**src/rtl/ordinal_date_to_month_day_weekday_core_defines.svh**
```systemverilog
// Assertion macros for the ordinal date converter.
`ifndef ORDINAL_DATE_TO_MONTH_DAY_WEEKDAY_CORE_DEFINES_SVH
`define ORDINAL_DATE_TO_MONTH_DAY_WEEKDAY_CORE_DEFINES_SVH

// Implication checked at every clock edge, off while in reset.
`define ODMDW_ASSERT(label, prop, msg) \
	label: assert property (@(posedge clk) disable iff (!arst_n) (prop)) else $error(msg);

// Condition that must never hold, off while in reset.
`define ODMDW_NEVER(label, cond, msg) \
	label: assert property (@(posedge clk) disable iff (!arst_n) !(cond)) else $error(msg);

`endif

```
**src/rtl/odmdw_pkg.sv**
```systemverilog
// Constants and types shared by the ordinal date converter.
`default_nettype none

package odmdw_pkg;

	typedef logic [8:0] doy_t;

	// First day of each month minus one, common year
	localparam doy_t MONTH_START [12] = '{
		9'd0, 9'd31, 9'd59, 9'd90, 9'd120, 9'd151,
		9'd181, 9'd212, 9'd243, 9'd273, 9'd304, 9'd334
	};

	// y + 399 stands in for y - 1 within the 400-year cycle
	localparam int YEAR_OFFSET = 399;

	// floor(x / 400) = (x * RECIP_400) >> SHIFT_400, exact for x < 43690
	localparam int RECIP_400 = 20972;
	localparam int SHIFT_400 = 23;

	// floor(x / 7) = (x * RECIP_7) >> SHIFT_7, exact for x < 5461
	localparam int RECIP_7 = 4682;
	localparam int SHIFT_7 = 15;

	localparam int CYCLE_400 = 400;
	localparam int DAYS_WEEK = 7;
	localparam int LEN_COMMON = 365;
	localparam int LEN_LEAP = 366;

endpackage

`default_nettype wire

```
**src/rtl/ordinal_date_to_month_day_weekday_core.sv**
```systemverilog
// Top level: Gregorian ordinal date to month, day of month and weekday.
// Structure: a five-stage pipeline from input transfer to result valid.
// Throughput: one transfer per cycle unless the output stalls; a stall holds a valid stage only while the next is held.
// Reset: arst_n clears all stage valid bits at once; data registers are not reset.
// The stage depth is set by the reciprocal multipliers for mod 400 and mod 7.
`default_nettype none
`include "ordinal_date_to_month_day_weekday_core_defines.svh"

module ordinal_date_to_month_day_weekday_core
	import odmdw_pkg::*;
(
	input  wire logic        clk,
	input  wire logic        arst_n,
	input  wire logic        in_valid,
	output logic             in_ready,
	input  wire logic [13:0] year,
	input  wire logic [8:0]  day_of_year,
	output logic             out_valid,
	input  wire logic        out_ready,
	output logic [3:0]       month,
	output logic [4:0]       day_of_month,
	output logic [2:0]       weekday,
	output logic             range_error
);

	// Remainder by 100 of a value below 400: three compares
	function automatic logic [6:0] mod100(input logic [8:0] r);
		logic [8:0] t;
		begin
			if (r >= 9'd300) begin
				t = r - 9'd300;
			end else if (r >= 9'd200) begin
				t = r - 9'd200;
			end else if (r >= 9'd100) begin
				t = r - 9'd100;
			end else begin
				t = r;
			end
			return t[6:0];
		end
	endfunction

	// Stage advance chain: a stage moves when empty or when the next moves
	logic v_s1, v_s2, v_s3, v_s4, v_s5;
	logic adv1, adv2, adv3, adv4, adv5;

	assign adv5     = !v_s5 || out_ready;
	assign adv4     = !v_s4 || adv5;
	assign adv3     = !v_s3 || adv4;
	assign adv2     = !v_s2 || adv3;
	assign adv1     = !v_s1 || adv2;
	assign in_ready = adv1;

	always_ff @(posedge clk or negedge arst_n) begin
		if (!arst_n) begin
			v_s1 <= 1'b0;
			v_s2 <= 1'b0;
			v_s3 <= 1'b0;
			v_s4 <= 1'b0;
			v_s5 <= 1'b0;
		end else begin
			if (adv1) v_s1 <= in_valid;
			if (adv2) v_s2 <= v_s1;
			if (adv3) v_s3 <= v_s2;
			if (adv4) v_s4 <= v_s3;
			if (adv5) v_s5 <= v_s4;
		end
	end

	// Stage 1: offset year, reciprocal products for /400 of both years
	logic [14:0] a_in;
	logic [14:0] a_s1;
	logic [13:0] year_s1;
	doy_t        doy_s1;
	logic [29:0] pa_s1;
	logic [28:0] py_s1;

	assign a_in = 15'(year) + 15'(YEAR_OFFSET);

	always_ff @(posedge clk) begin
		if (adv1) begin
			a_s1    <= a_in;
			year_s1 <= year;
			doy_s1  <= day_of_year;
			pa_s1   <= 30'(a_in) * 30'(RECIP_400);
			py_s1   <= 29'(year) * 29'(RECIP_400);
		end
	end

	// Stage 2: remainders by 400
	logic [6:0]  qa;
	logic [5:0]  qy;
	logic [15:0] ra_full, ry_full;
	logic [8:0]  ra400_s2, ry400_s2;
	logic [1:0]  a4_s2, y4_s2;
	doy_t        doy_s2;

	assign qa      = pa_s1[29:SHIFT_400];
	assign qy      = py_s1[28:SHIFT_400];
	assign ra_full = 16'(a_s1) - 16'(qa) * 16'(CYCLE_400);
	assign ry_full = 16'(year_s1) - 16'(qy) * 16'(CYCLE_400);

	always_ff @(posedge clk) begin
		if (adv2) begin
			ra400_s2 <= ra_full[8:0];
			ry400_s2 <= ry_full[8:0];
			a4_s2    <= a_s1[1:0];
			y4_s2    <= year_s1[1:0];
			doy_s2   <= doy_s1;
		end
	end

	// Stage 3: leap year, range check, weekday sum before mod 7
	logic [6:0]  ra100, ry100;
	logic        leap;
	logic        err_c;
	logic [11:0] sum_c;
	logic [11:0] sum_s3;
	logic        leap_s3, err_s3;
	doy_t        doy_s3;

	assign ra100 = mod100(ra400_s2);
	assign ry100 = mod100(ry400_s2);
	// Divisible by 4, and not a century unless divisible by 400
	assign leap  = (y4_s2 == 2'd0) && !((ry100 == 7'd0) && (ry400_s2 != 9'd0));
	assign err_c = (doy_s2 == '0) ||
		(doy_s2 > (leap ? 9'(LEN_LEAP) : 9'(LEN_COMMON)));
	// 1 + 5(a%4) + 4(a%100) + 6(a%400) + (doy - 1)
	assign sum_c = 12'(a4_s2) * 12'd5 + 12'(ra100) * 12'd4 +
		12'(ra400_s2) * 12'd6 + 12'(doy_s2);

	always_ff @(posedge clk) begin
		if (adv3) begin
			sum_s3  <= sum_c;
			leap_s3 <= leap;
			err_s3  <= err_c;
			doy_s3  <= doy_s2;
		end
	end

	// Stage 4: reciprocal product for mod 7, month search on start table
	logic [3:0]  midx;
	doy_t        mstart;
	logic [11:0] sum_s4;
	logic [24:0] p7_s4;
	logic [3:0]  month_s4;
	doy_t        start_s4;
	logic        err_s4;
	doy_t        doy_s4;

	always_comb begin
		doy_t thr;
		midx   = '0;
		mstart = '0;
		for (int m = 1; m < 12; m++) begin
			thr = MONTH_START[m] + ((m >= 2 && leap_s3) ? 9'd1 : 9'd0);
			if (doy_s3 > thr) begin
				midx   = 4'(m);
				mstart = thr;
			end
		end
	end

	always_ff @(posedge clk) begin
		if (adv4) begin
			sum_s4   <= sum_s3;
			p7_s4    <= 25'(sum_s3) * 25'(RECIP_7);
			month_s4 <= midx + 4'd1;
			start_s4 <= mstart;
			err_s4   <= err_s3;
			doy_s4   <= doy_s3;
		end
	end

	// Stage 5: mod 7 remainder and day of month into the output register, zeroed fields on a range error
	logic [9:0]  q7;
	logic [11:0] wd_full;
	doy_t        md_full;

	assign q7      = p7_s4[24:SHIFT_7];
	assign wd_full = sum_s4 - 12'(q7) * 12'(DAYS_WEEK);
	assign md_full = doy_s4 - start_s4;

	always_ff @(posedge clk) begin
		if (adv5) begin
			range_error  <= err_s4;
			month        <= err_s4 ? 4'd0 : month_s4;
			day_of_month <= err_s4 ? 5'd0 : md_full[4:0];
			weekday      <= err_s4 ? 3'd0 : wd_full[2:0];
		end
	end

	assign out_valid = v_s5;

	`ODMDW_ASSERT(a_err_zero, (out_valid && range_error) |->
		(month == 4'd0 && day_of_month == 5'd0 && weekday == 3'd0),
		"error result with non-zero fields")
	`ODMDW_ASSERT(a_good_range, (out_valid && !range_error) |->
		(month >= 4'd1 && month <= 4'd12 && day_of_month >= 5'd1 && weekday <= 3'd6),
		"good result out of range")
	`ODMDW_ASSERT(a_stall_hold, (v_s4 && !adv4) |=> (v_s4 && $stable(doy_s4)),
		"stalled stage lost its item")
	`ODMDW_NEVER(a_ready_full, in_ready && v_s1 && v_s2 && v_s3 && v_s4 && v_s5 && !out_ready,
		"input ready with full stalled pipeline")

endmodule

`default_nettype wire
```
**config.mk**
```make
export PLATFORM = sky130hd
export DESIGN_NAME = ordinal_date_to_month_day_weekday_core
export DESIGN_NICKNAME = d
export VERILOG_FILES = /design/src/rtl/odmdw_pkg.sv /design/src/rtl/ordinal_date_to_month_day_weekday_core.sv
export VERILOG_INCLUDE_DIRS = /design/src /design/src/rtl
export SDC_FILE = /design/constraint.sdc
export NUM_CORES = 1
export LEC_CHECK = 0
export ABC_AREA = 1
export BUFFER_PORTS_ARGS = -buffer_cell sky130_fd_sc_hd__buf_4
export CAP_MARGIN = 25
export CORE_ASPECT_RATIO = 0.5
export CORE_MARGIN = 3
export CORE_UTILIZATION = 40
export DETAILED_ROUTE_END_ITERATION = 10
export PLACE_DENSITY = 0.53
export SYNTH_ARGS = -nofsm -noshare
export SYNTH_HDL_FRONTEND = slang
export SYNTH_SLANG_ARGS = --single-unit
export TNS_END_PERCENT = 100
```
**constraint.sdc**
```tcl
create_clock -name clk -period 9.15 [get_ports clk]
set_input_delay 2.745 -clock clk [delete_from_list [all_inputs] [get_ports clk]]
set_output_delay 2.745 -clock clk [all_outputs]
set_load 0.01 [all_outputs]
```
==> results.cfg, run 1 <==
[clock_tree]
cts_made_buffers = 17
clk_latency_ns = 0.42
cts_tree = built
cts.reportedPaths.clkPinSlew_ns = 0.06
postCtsSetupRepairBufs = 0
clk_root_buffer_cell = clkbuf_16
cts-resized-gates = 0
cts_hold_buffers = 0
htree_num_levels = 4
cts_sinks = 126
clk_path_buf_depth = 2

[floorplanning]
die_height_um = 150
row_count = 51
floorplan.core_area_um2 = 39800
initial_core_util_pct = 41.5
die_x_um = 293
dieArea_um2 = 43900
design.portCount = 42

[global_routing]
first_pass_grt_wire_length_mm = 56.7
gr-total-overflow = 0
grt_start_max_net_pins = 39
via_count_of_the_first_global_routing_pass = 11425
grt_use_total_pct = 15.9
number_of_antenna_violations_at_the_first_check_in_global_routing = 0

[layout]
post_route_cells_drive_above_1_share_pct = 6.21
num_antenna_cells = 0
numnets_final = 2370
utilization_pct = 45.5
syn2layout_area_growth_pct = 9.66

[timing]
finalSetupViolations = 0
final-max-slew-violation-count = 0
slew_headroom_pct = 55.3
worst_slack_ns = 0.782
post_route_clock_skew_ns = 0.00969
setup-tns-final_ns = 0
fin_crit_sh_pct = 91.5
grt_setup_unrepaired = no
post-route-min-period_ns = 8.37
timing.hold.ws_ns = 0.413
clock.fmax_ghz = 0.120
finalHoldViolCount = 0
timing_worst_slew_pin_value_ns = 0.668

[worst_hold_path]
holdCritStartpoint = a_s1[1]
hold_path_class = flop to flop

[status]
status = completed

[routing]
ant_nets = 0
drc = 0
detailroute.via_count = 11095
drt_pre_antenna_iters = 4
wl_mm = 32.7
dr.first_iter.drc_count = 531
route.detailed.vias_per_inst = 4.62
route.detailed.wl_per_inst_um = 13.6

[worst_setup_path]
worst-path-max-fanout = 9
worst_path_largest_cell_delay_ns = 0.54
worstSetupPathType = input pin to flop
timing.critical_path.from = year[0]
worst-endpoint-arrival_ns = 8.55
required_time_at_the_endpoint_of_the_critical_path_ns = 9.33
worst_setup_path_end_kind = flop
critical_path.startpoint_type = input pin
crit_top_cell = inv_1
reg2reg_from = ra400_s2[3]
critPathSlowestCell = fa_1

[synthesis]
postSynthNetCount = 2305
netlist_instances = 1791
yosys_warnings = 0
post-synth-top-area-fraction_pct = 24.9
synthArstFlopShare_pct = 3.97
synthTopCellsByArea = ha_1 (25%), edfxtp_1 (22%), fa_1 (19%), inv_1 (11%), nand2_1 (5.7%)
area_of_the_mapped_netlist_um2 = 16500
syn-mean-instance-area_um2 = 9.22
ys_dominant_reg_cell = edfxtp_1
postSynthRegisterBits = 126
part_of_the_yosys_area_used_for_sequential_elements_pct = 22.8
unique_masters_post_synth = 50
post_synth_edffs = 121
synth_top_cell_by_area = ha_1

[placed_design]
port-buffer-count = 41
final_replace_weighted_congestion = 0.849
dpl.hpwl_mm = 28.5
place_worst_setup_slack_ns = 0.354

[flow_run]
cap_violations = 0
[area by class of cell]
cell class / count / area, um^2
Multi-Input combinational cell: 1186 / 10900
Clock buffer: 18 / 429
Timing Repair Buffer: 50 / 375
Clock inverter: 14 / 158
Fill cell: 3902 / 21700
Tap cell: 530 / 663
Sequential cell: 126 / 3760
Inverter: 475 / 1790
[per-layer routing]
layer,vias to the layer above,routed length (um),GRT usage [%]
li1,5792,-,-
met1,5192,16500,22.3
met2,90,15400,27.4
met3,21,579,1.32
met4,0,260,2.56
met5,-,0,0
[path summary, 6_finish.rpt]
check                         endpoint  slack, ns  depth (start not counted)
max                          pa_s1[27]       0.78                         30
min                        ra400_s2[1]       0.41                          0
max reg2reg                 sum_s3[10]       4.67                         24
min reg2reg                ra400_s2[1]       0.41                          0
max in group asynchronous         v_s1       6.92                          1
min in group asynchronous         v_s4       2.11                          1
[kinds of logic after synthesis]
group                      share of synthesized area (%)
DFF                                                 22.8
xor gates and xnor gates                            4.60
buffers and inverters                               11.0
adders and majority gates                           44.1
and+or+nand+nor                                     11.3
AOI/OAI and AO/OA                                   6.32
[cell usage in the layout, fill, tap and decap left out, types with 5 or more instances in the layout]
| cell type | count |
|---|---|
| nand2_2 | 6 |
| inv_2 | 5 |
| o211ai_1 | 6 |
| nand4_1 | 20 |
| nand3_1 | 38 |
| dfrtp_1 | 5 |
| nor4_1 | 6 |
| a21oi_1 | 87 |
| nand2_1 | 250 |
| buf_4 | 50 |
| xnor2_1 | 27 |
| o21bai_1 | 6 |
| fa_1 | 158 |
| a31oi_1 | 6 |
| o21ai_0 | 46 |
| edfxtp_1 | 121 |
| nor2_2 | 8 |
| o31ai_1 | 5 |
| inv_1 | 469 |
| ha_1 | 329 |
| clkbuf_16 | 17 |
| xor2_1 | 53 |
| nor3_1 | 13 |
| nor2_1 | 79 |
| a21o_1 | 5 |
[per-stage QoR]
stage / std cells / area (um^2)
6_report: 2399 / 18100
5_1_grt: 2399 / 18100
4_1_cts: 2399 / 18100
3_5_place_dp: 2367 / 17500
3_3_place_gp: 2367 / 17500
2_1_floorplan: 1791 / 16500
[state kept, by name (all words and copies together) (netlist names), 5 cells and up]
signal and cells:
ry400_s2 9, doy_s4 5, doy_s2 9, doy_s1 9
ra400_s2 9, day_of_month 5, doy_s3 9, sum_s3 12
py_s1 5, a_s1 9, start_s4 5, year_s1 9
pa_s1 5
[critical path, delay by kind of cell]
kind	cells	cell delay, ns
AO/OA/AOI/OAI	3	0.62
XOR/XNOR	1	0.51
buffers and inverters	8	0.82
AND/OR/NAND/NOR	11	1.05
adder cells (fa/ha/maj)	7	2.76
[cells in the mapped netlist (5+ instances only)]
cell type / number
a21o_1: 5
a21oi_1: 87
a31oi_1: 6
dfrtp_1: 5
edfxtp_1: 121
fa_1: 158
ha_1: 329
inv_1: 469
inv_2: 5
nand2_1: 251
nand2_2: 5
nand3_1: 38
nand4_1: 20
nor2_1: 79
nor2_2: 8
nor3_1: 13
nor4_1: 6
o211ai_1: 6
o21ai_0: 46
o21bai_1: 6
o31ai_1: 5
xnor2_1: 27
xor2_1: 53
Power of run 1 is left out: the tool's default activity adds up to more than one toggle a clock period on the data nets, which glitch-free logic cannot reach.
==> run 2: changes to the inputs <==
- CORE_ASPECT_RATIO: 0.5 -> default
==> run 2 against run 1 <==
  * Highest routed layer unchanged
  * Flip-flop and latch count did not move
  * Worst hold slack got worse by 0.0075 ns
  * Count of clock-buffer cells in the layout rose by 1
  * Non-clock buffer count did not move
  * Setup slack improved by 0.075 ns
  * Global-route usage rose by 1.3 points
  * Register-to-register slack got worse by 0.05 ns
  * Core utilization fell by 0.47 points
  * Critical endpoint unchanged
  * First-iteration DRC count rose by 0.19%
  * Largest cell class unchanged
  * Sequential share of layout area barely moved
  * Final cell count fell by 0.21%
==> results.cfg, run 2 (synthesis results as in run 1) <==
[global_routing]
via_count_of_the_first_global_routing_pass = 11944
first_pass_grt_wire_length_mm = 60.6
number_of_antenna_violations_at_the_first_check_in_global_routing = 0
gr-total-overflow = 0
grt_start_max_net_pins = 39
grt_use_total_pct = 17.2

[timing]
clock.fmax_ghz = 0.121
slew_headroom_pct = 41.3
fin_crit_sh_pct = 90.6
setup-tns-final_ns = 0
final-max-slew-violation-count = 0
finalHoldViolCount = 0
post_route_clock_skew_ns = 0.0135
finalSetupViolations = 0
post-route-min-period_ns = 8.29
timing_worst_slew_pin_value_ns = 0.877
grt_setup_unrepaired = no

[clock_tree]
cts_hold_buffers = 0
clk_latency_ns = 0.43
cts_sinks = 126
cts-resized-gates = 0
cts.reportedPaths.clkPinSlew_ns = 0.06
htree_num_levels = 4
cts_made_buffers = 17
clk_root_buffer_cell = clkbuf_16
postCtsSetupRepairBufs = 0
clk_path_buf_depth = 2
cts_tree = built

[layout]
largest_reg_flops = 12
top_register = sum_s3
num_antenna_cells = 0
numnets_final = 2370
post_route_cells_drive_above_1_share_pct = 6.26
fillers = 3911
mostFrequentLayoutCells = inv_1 (469), ha_1 (329), nand2_1 (250)
mostFrequentLayoutCell = inv_1
syn2layout_area_growth_pct = 9.78

[worst_setup_path]
worstSetupPathType = input pin to flop
required_time_at_the_endpoint_of_the_critical_path_ns = 9.33
reg2reg_from = ra400_s2[2]
worst_path_largest_cell_delay_ns = 0.53
critPathSlowestCell = fa_1
crit_top_cell = inv_1
critical_path.startpoint_type = input pin
worst-path-max-fanout = 9
worst_setup_path_end_kind = flop
r2r_slack_ns = 4.62
r2r.worst_path.cells = 25
worst-endpoint-arrival_ns = 8.47
timing.critical_path.from = year[0]

[placed_design]
port-buffer-count = 41
dpl.hpwl_mm = 30.8
final_replace_weighted_congestion = 0.882

[routing]
route.detailed.vias_per_inst = 4.79
drt_pre_antenna_iters = 8
ant_nets = 0
detailroute.via_count = 11477
drc = 0
dr.first_iter.drc_count = 532
wl_mm = 35.9
route.detailed.wl_per_inst_um = 15.0

[status]
status = completed

[floorplanning]
die_x_um = 209
design.portCount = 42
die_height_um = 209
floorplan.core_area_um2 = 40300
row_count = 73
initial_core_util_pct = 41.0
dieArea_um2 = 43800

[flow_run]
cap_violations = 0

[worst_hold_path]
holdPathStages = 0
holdCritStartpoint = a_s1[2]
hold_path_class = flop to flop
## run 2: cell count changes in the layout (fill, tap and decap cells not counted), sizes merged
cell	delta
clkinvlp	-1
bufinv	+1
clkinv	-2
inv	+1
clkbuf	+1
## run 2: layer usage
metal  GRT usage, %  part of all wire [%]
met5              0                     0
met4           4.16                   1.7
met3           2.39                   2.7
met2           29.8                    49
met1           22.7                    47
## run 2: area by class of cell
type	count	area [um^2]	area share [%]
Tap cell	525	657	3.62
Timing Repair Buffer	50	375	2.07
Clock buffer	19	433	2.39
Sequential cell	126	3760	20.7
Multi-Input combinational cell	1186	10900	60.4
Inverter	475	1790	9.84
Clock inverter	13	179	0.987
## run 2: worst max-delay path, delay by kind of cell
kind / cells / cell delay (ns)
AOI/OAI and AO/OA: 3 / 0.63
xor gates and xnor gates: 1 / 0.50
adders and majority gates: 7 / 2.86
buffers and inverters: 8 / 0.69
and+or+nand+nor: 11 / 1.03
## run 2: worst paths after layout
path / end
min: ra400_s2[2]
max: pa_s1[27]
max in group asynchronous: v_s2
max reg2reg: sum_s3[10]
min reg2reg: ra400_s2[2]
min in group asynchronous: v_s1
## run 2: stage by stage
| stage | area, um^2 | std cells | worst slack (ns) | hold WS (ns) | utilization (%) |
|---|---|---|---|---|---|
| 2_1_floorplan | 16500 | 1791 | 1.06 | 0.400 | - |
| 3_3_place_gp | 17500 | 2362 | 0.528 | 0.406 | 43.5 |
| 3_5_place_dp | 17500 | 2362 | 0.405 | 0.405 | 43.5 |
| 4_1_cts | 18100 | 2394 | 0.877 | 0.407 | 45.0 |
| 5_1_grt | 18100 | 2394 | 0.404 | 0.411 | 45.0 |
| 6_report | 18100 | 2394 | 0.856 | 0.405 | 45.0 |
Power of run 2 is left out for the same reason.
==> run 3: changes to the inputs <==
- CORE_ASPECT_RATIO: default -> 0.75
==> run 3 against run 2 <==
  * Fmax fell by 1.3%
  * First-iteration DRC count rose by 31%
  * Final cell count fell by 0.25%
  * Non-clock buffer count fell by 1
==> results.cfg, run 3 (synthesis results as in run 1) <==
[clock_tree]
htree_num_levels = 4
cts_tree = built
clk_root_buffer_cell = clkbuf_16
cts_sinks = 126
cts-resized-gates = 0
cts.reportedPaths.clkPinSlew_ns = 0.06
clk_latency_ns = 0.43
cts_made_buffers = 17
postCtsSetupRepairBufs = 0
cts_hold_buffers = 0
clk_path_buf_depth = 2

[routing]
detailroute.via_count = 11401
wl_mm = 35.3
dr.first_iter.drc_count = 696
drt_pre_antenna_iters = 5
ant_nets = 0
route.detailed.vias_per_inst = 4.77
route.detailed.wl_per_inst_um = 14.8
drc = 0

[global_routing]
via_count_of_the_first_global_routing_pass = 11510
grt_use_total_pct = 17.0
first_pass_grt_wire_length_mm = 59.4
grt_start_max_net_pins = 39
gr-total-overflow = 0
number_of_antenna_violations_at_the_first_check_in_global_routing = 0

[flow_run]
cap_violations = 0

[timing]
post-route-min-period_ns = 8.41
grt_setup_unrepaired = no
finalHoldViolCount = 0
finalSetupViolations = 0
clock.fmax_ghz = 0.119
setup-tns-final_ns = 0
final-max-slew-violation-count = 0
post_route_clock_skew_ns = 0.00986
slew_headroom_pct = 53.2
timing_worst_slew_pin_value_ns = 0.701
fin_crit_sh_pct = 91.9

[worst_hold_path]
holdCritStartpoint = a_s1[1]
holdPathStages = 0
endpoint_of_the_worst_hold_timing_path = ra400_s2[1]
hold_path_class = flop to flop

[layout]
numnets_final = 2369
design_area_um2 = 18100
syn2layout_area_growth_pct = 9.53
top_register = sum_s3
num_antenna_cells = 0
sequential_cell_area_um2 = 3760
mostFrequentLayoutCells = inv_1 (469), ha_1 (329), nand2_1 (250)
fillers = 3876
mostFrequentLayoutCell = inv_1
utilization_pct = 45.1
largest_reg_flops = 12
post_route_cells_drive_above_1_share_pct = 6.26
multi_input_area_um2 = 10900

[worst_setup_path]
worstSetupPathType = input pin to flop
critPathTopFamily = adder cells
r2r_slack_ns = 4.63
required_time_at_the_endpoint_of_the_critical_path_ns = 9.33
crit_top_cell = inv_1
critPathSlowestCell = xor2_1
worst_setup_path_end_kind = flop
worst_path_largest_cell_delay_ns = 0.55
worst-path-max-fanout = 9
r2r.worst_path.cells = 25
critical_path.startpoint_type = input pin
worstReg2RegEnd = sum_s3[10]
crit_buf_inv = 7
worst-endpoint-arrival_ns = 8.59
reg2reg_from = ra400_s2[3]

[floorplanning]
die_x_um = 241
design.portCount = 42
die_height_um = 182
initial_core_util_pct = 41.2
floorplan.core_area_um2 = 40100
dieArea_um2 = 43800
row_count = 63

[placed_design]
dpl.hpwl_mm = 29.8
port-buffer-count = 41
final_replace_weighted_congestion = 0.886
post_dp_cell_area_um2 = 17500

[status]
status = completed
## run 3: stage by stage
step           instances  worst slack, ns  hold WS (ns)
3_3_place_gp        2355            0.419         0.401
3_5_place_dp        2356            0.276         0.405
5_1_grt             2388            0.209         0.422
6_report            2388            0.744         0.419
2_1_floorplan       1791             1.06         0.400
4_1_cts             2388            0.734         0.419
## run 3: worst max path at each step
stage / from / slack (ns) / to / cells after the start
floorplan: year[1] / 1.06 / pa_s1[25] / 29
global placement: year[0] / 0.42 / pa_s1[27] / 30
detailed placement: year[0] / 0.28 / pa_s1[25] / 30
CTS: year[0] / 0.73 / pa_s1[25] / 30
global route: year[0] / 0.21 / pa_s1[25] / 30
finish: year[0] / 0.74 / pa_s1[24] / 26
## run 3: final cells by class
type	count	share of cell area (%)
clock inverter	14	0.747
multi-input combinational	1186	60.5
inverter	475	9.87
sequential	126	20.8
tap	520	3.60
clock buffer	18	2.37
timing repair buffer	49	2.14
## run 3: layer usage
metal	part of all wire, %	routed length, um	GRT usage [%]	vias up
met5	0	0	0	-
met4	1.3	467	3.58	0
met3	3.0	1060	2.14	33
met2	43	15100	26.1	169
met1	53	18600	25.6	5404
li1	-	-	-	5795
Power of run 3 is left out for the same reason.
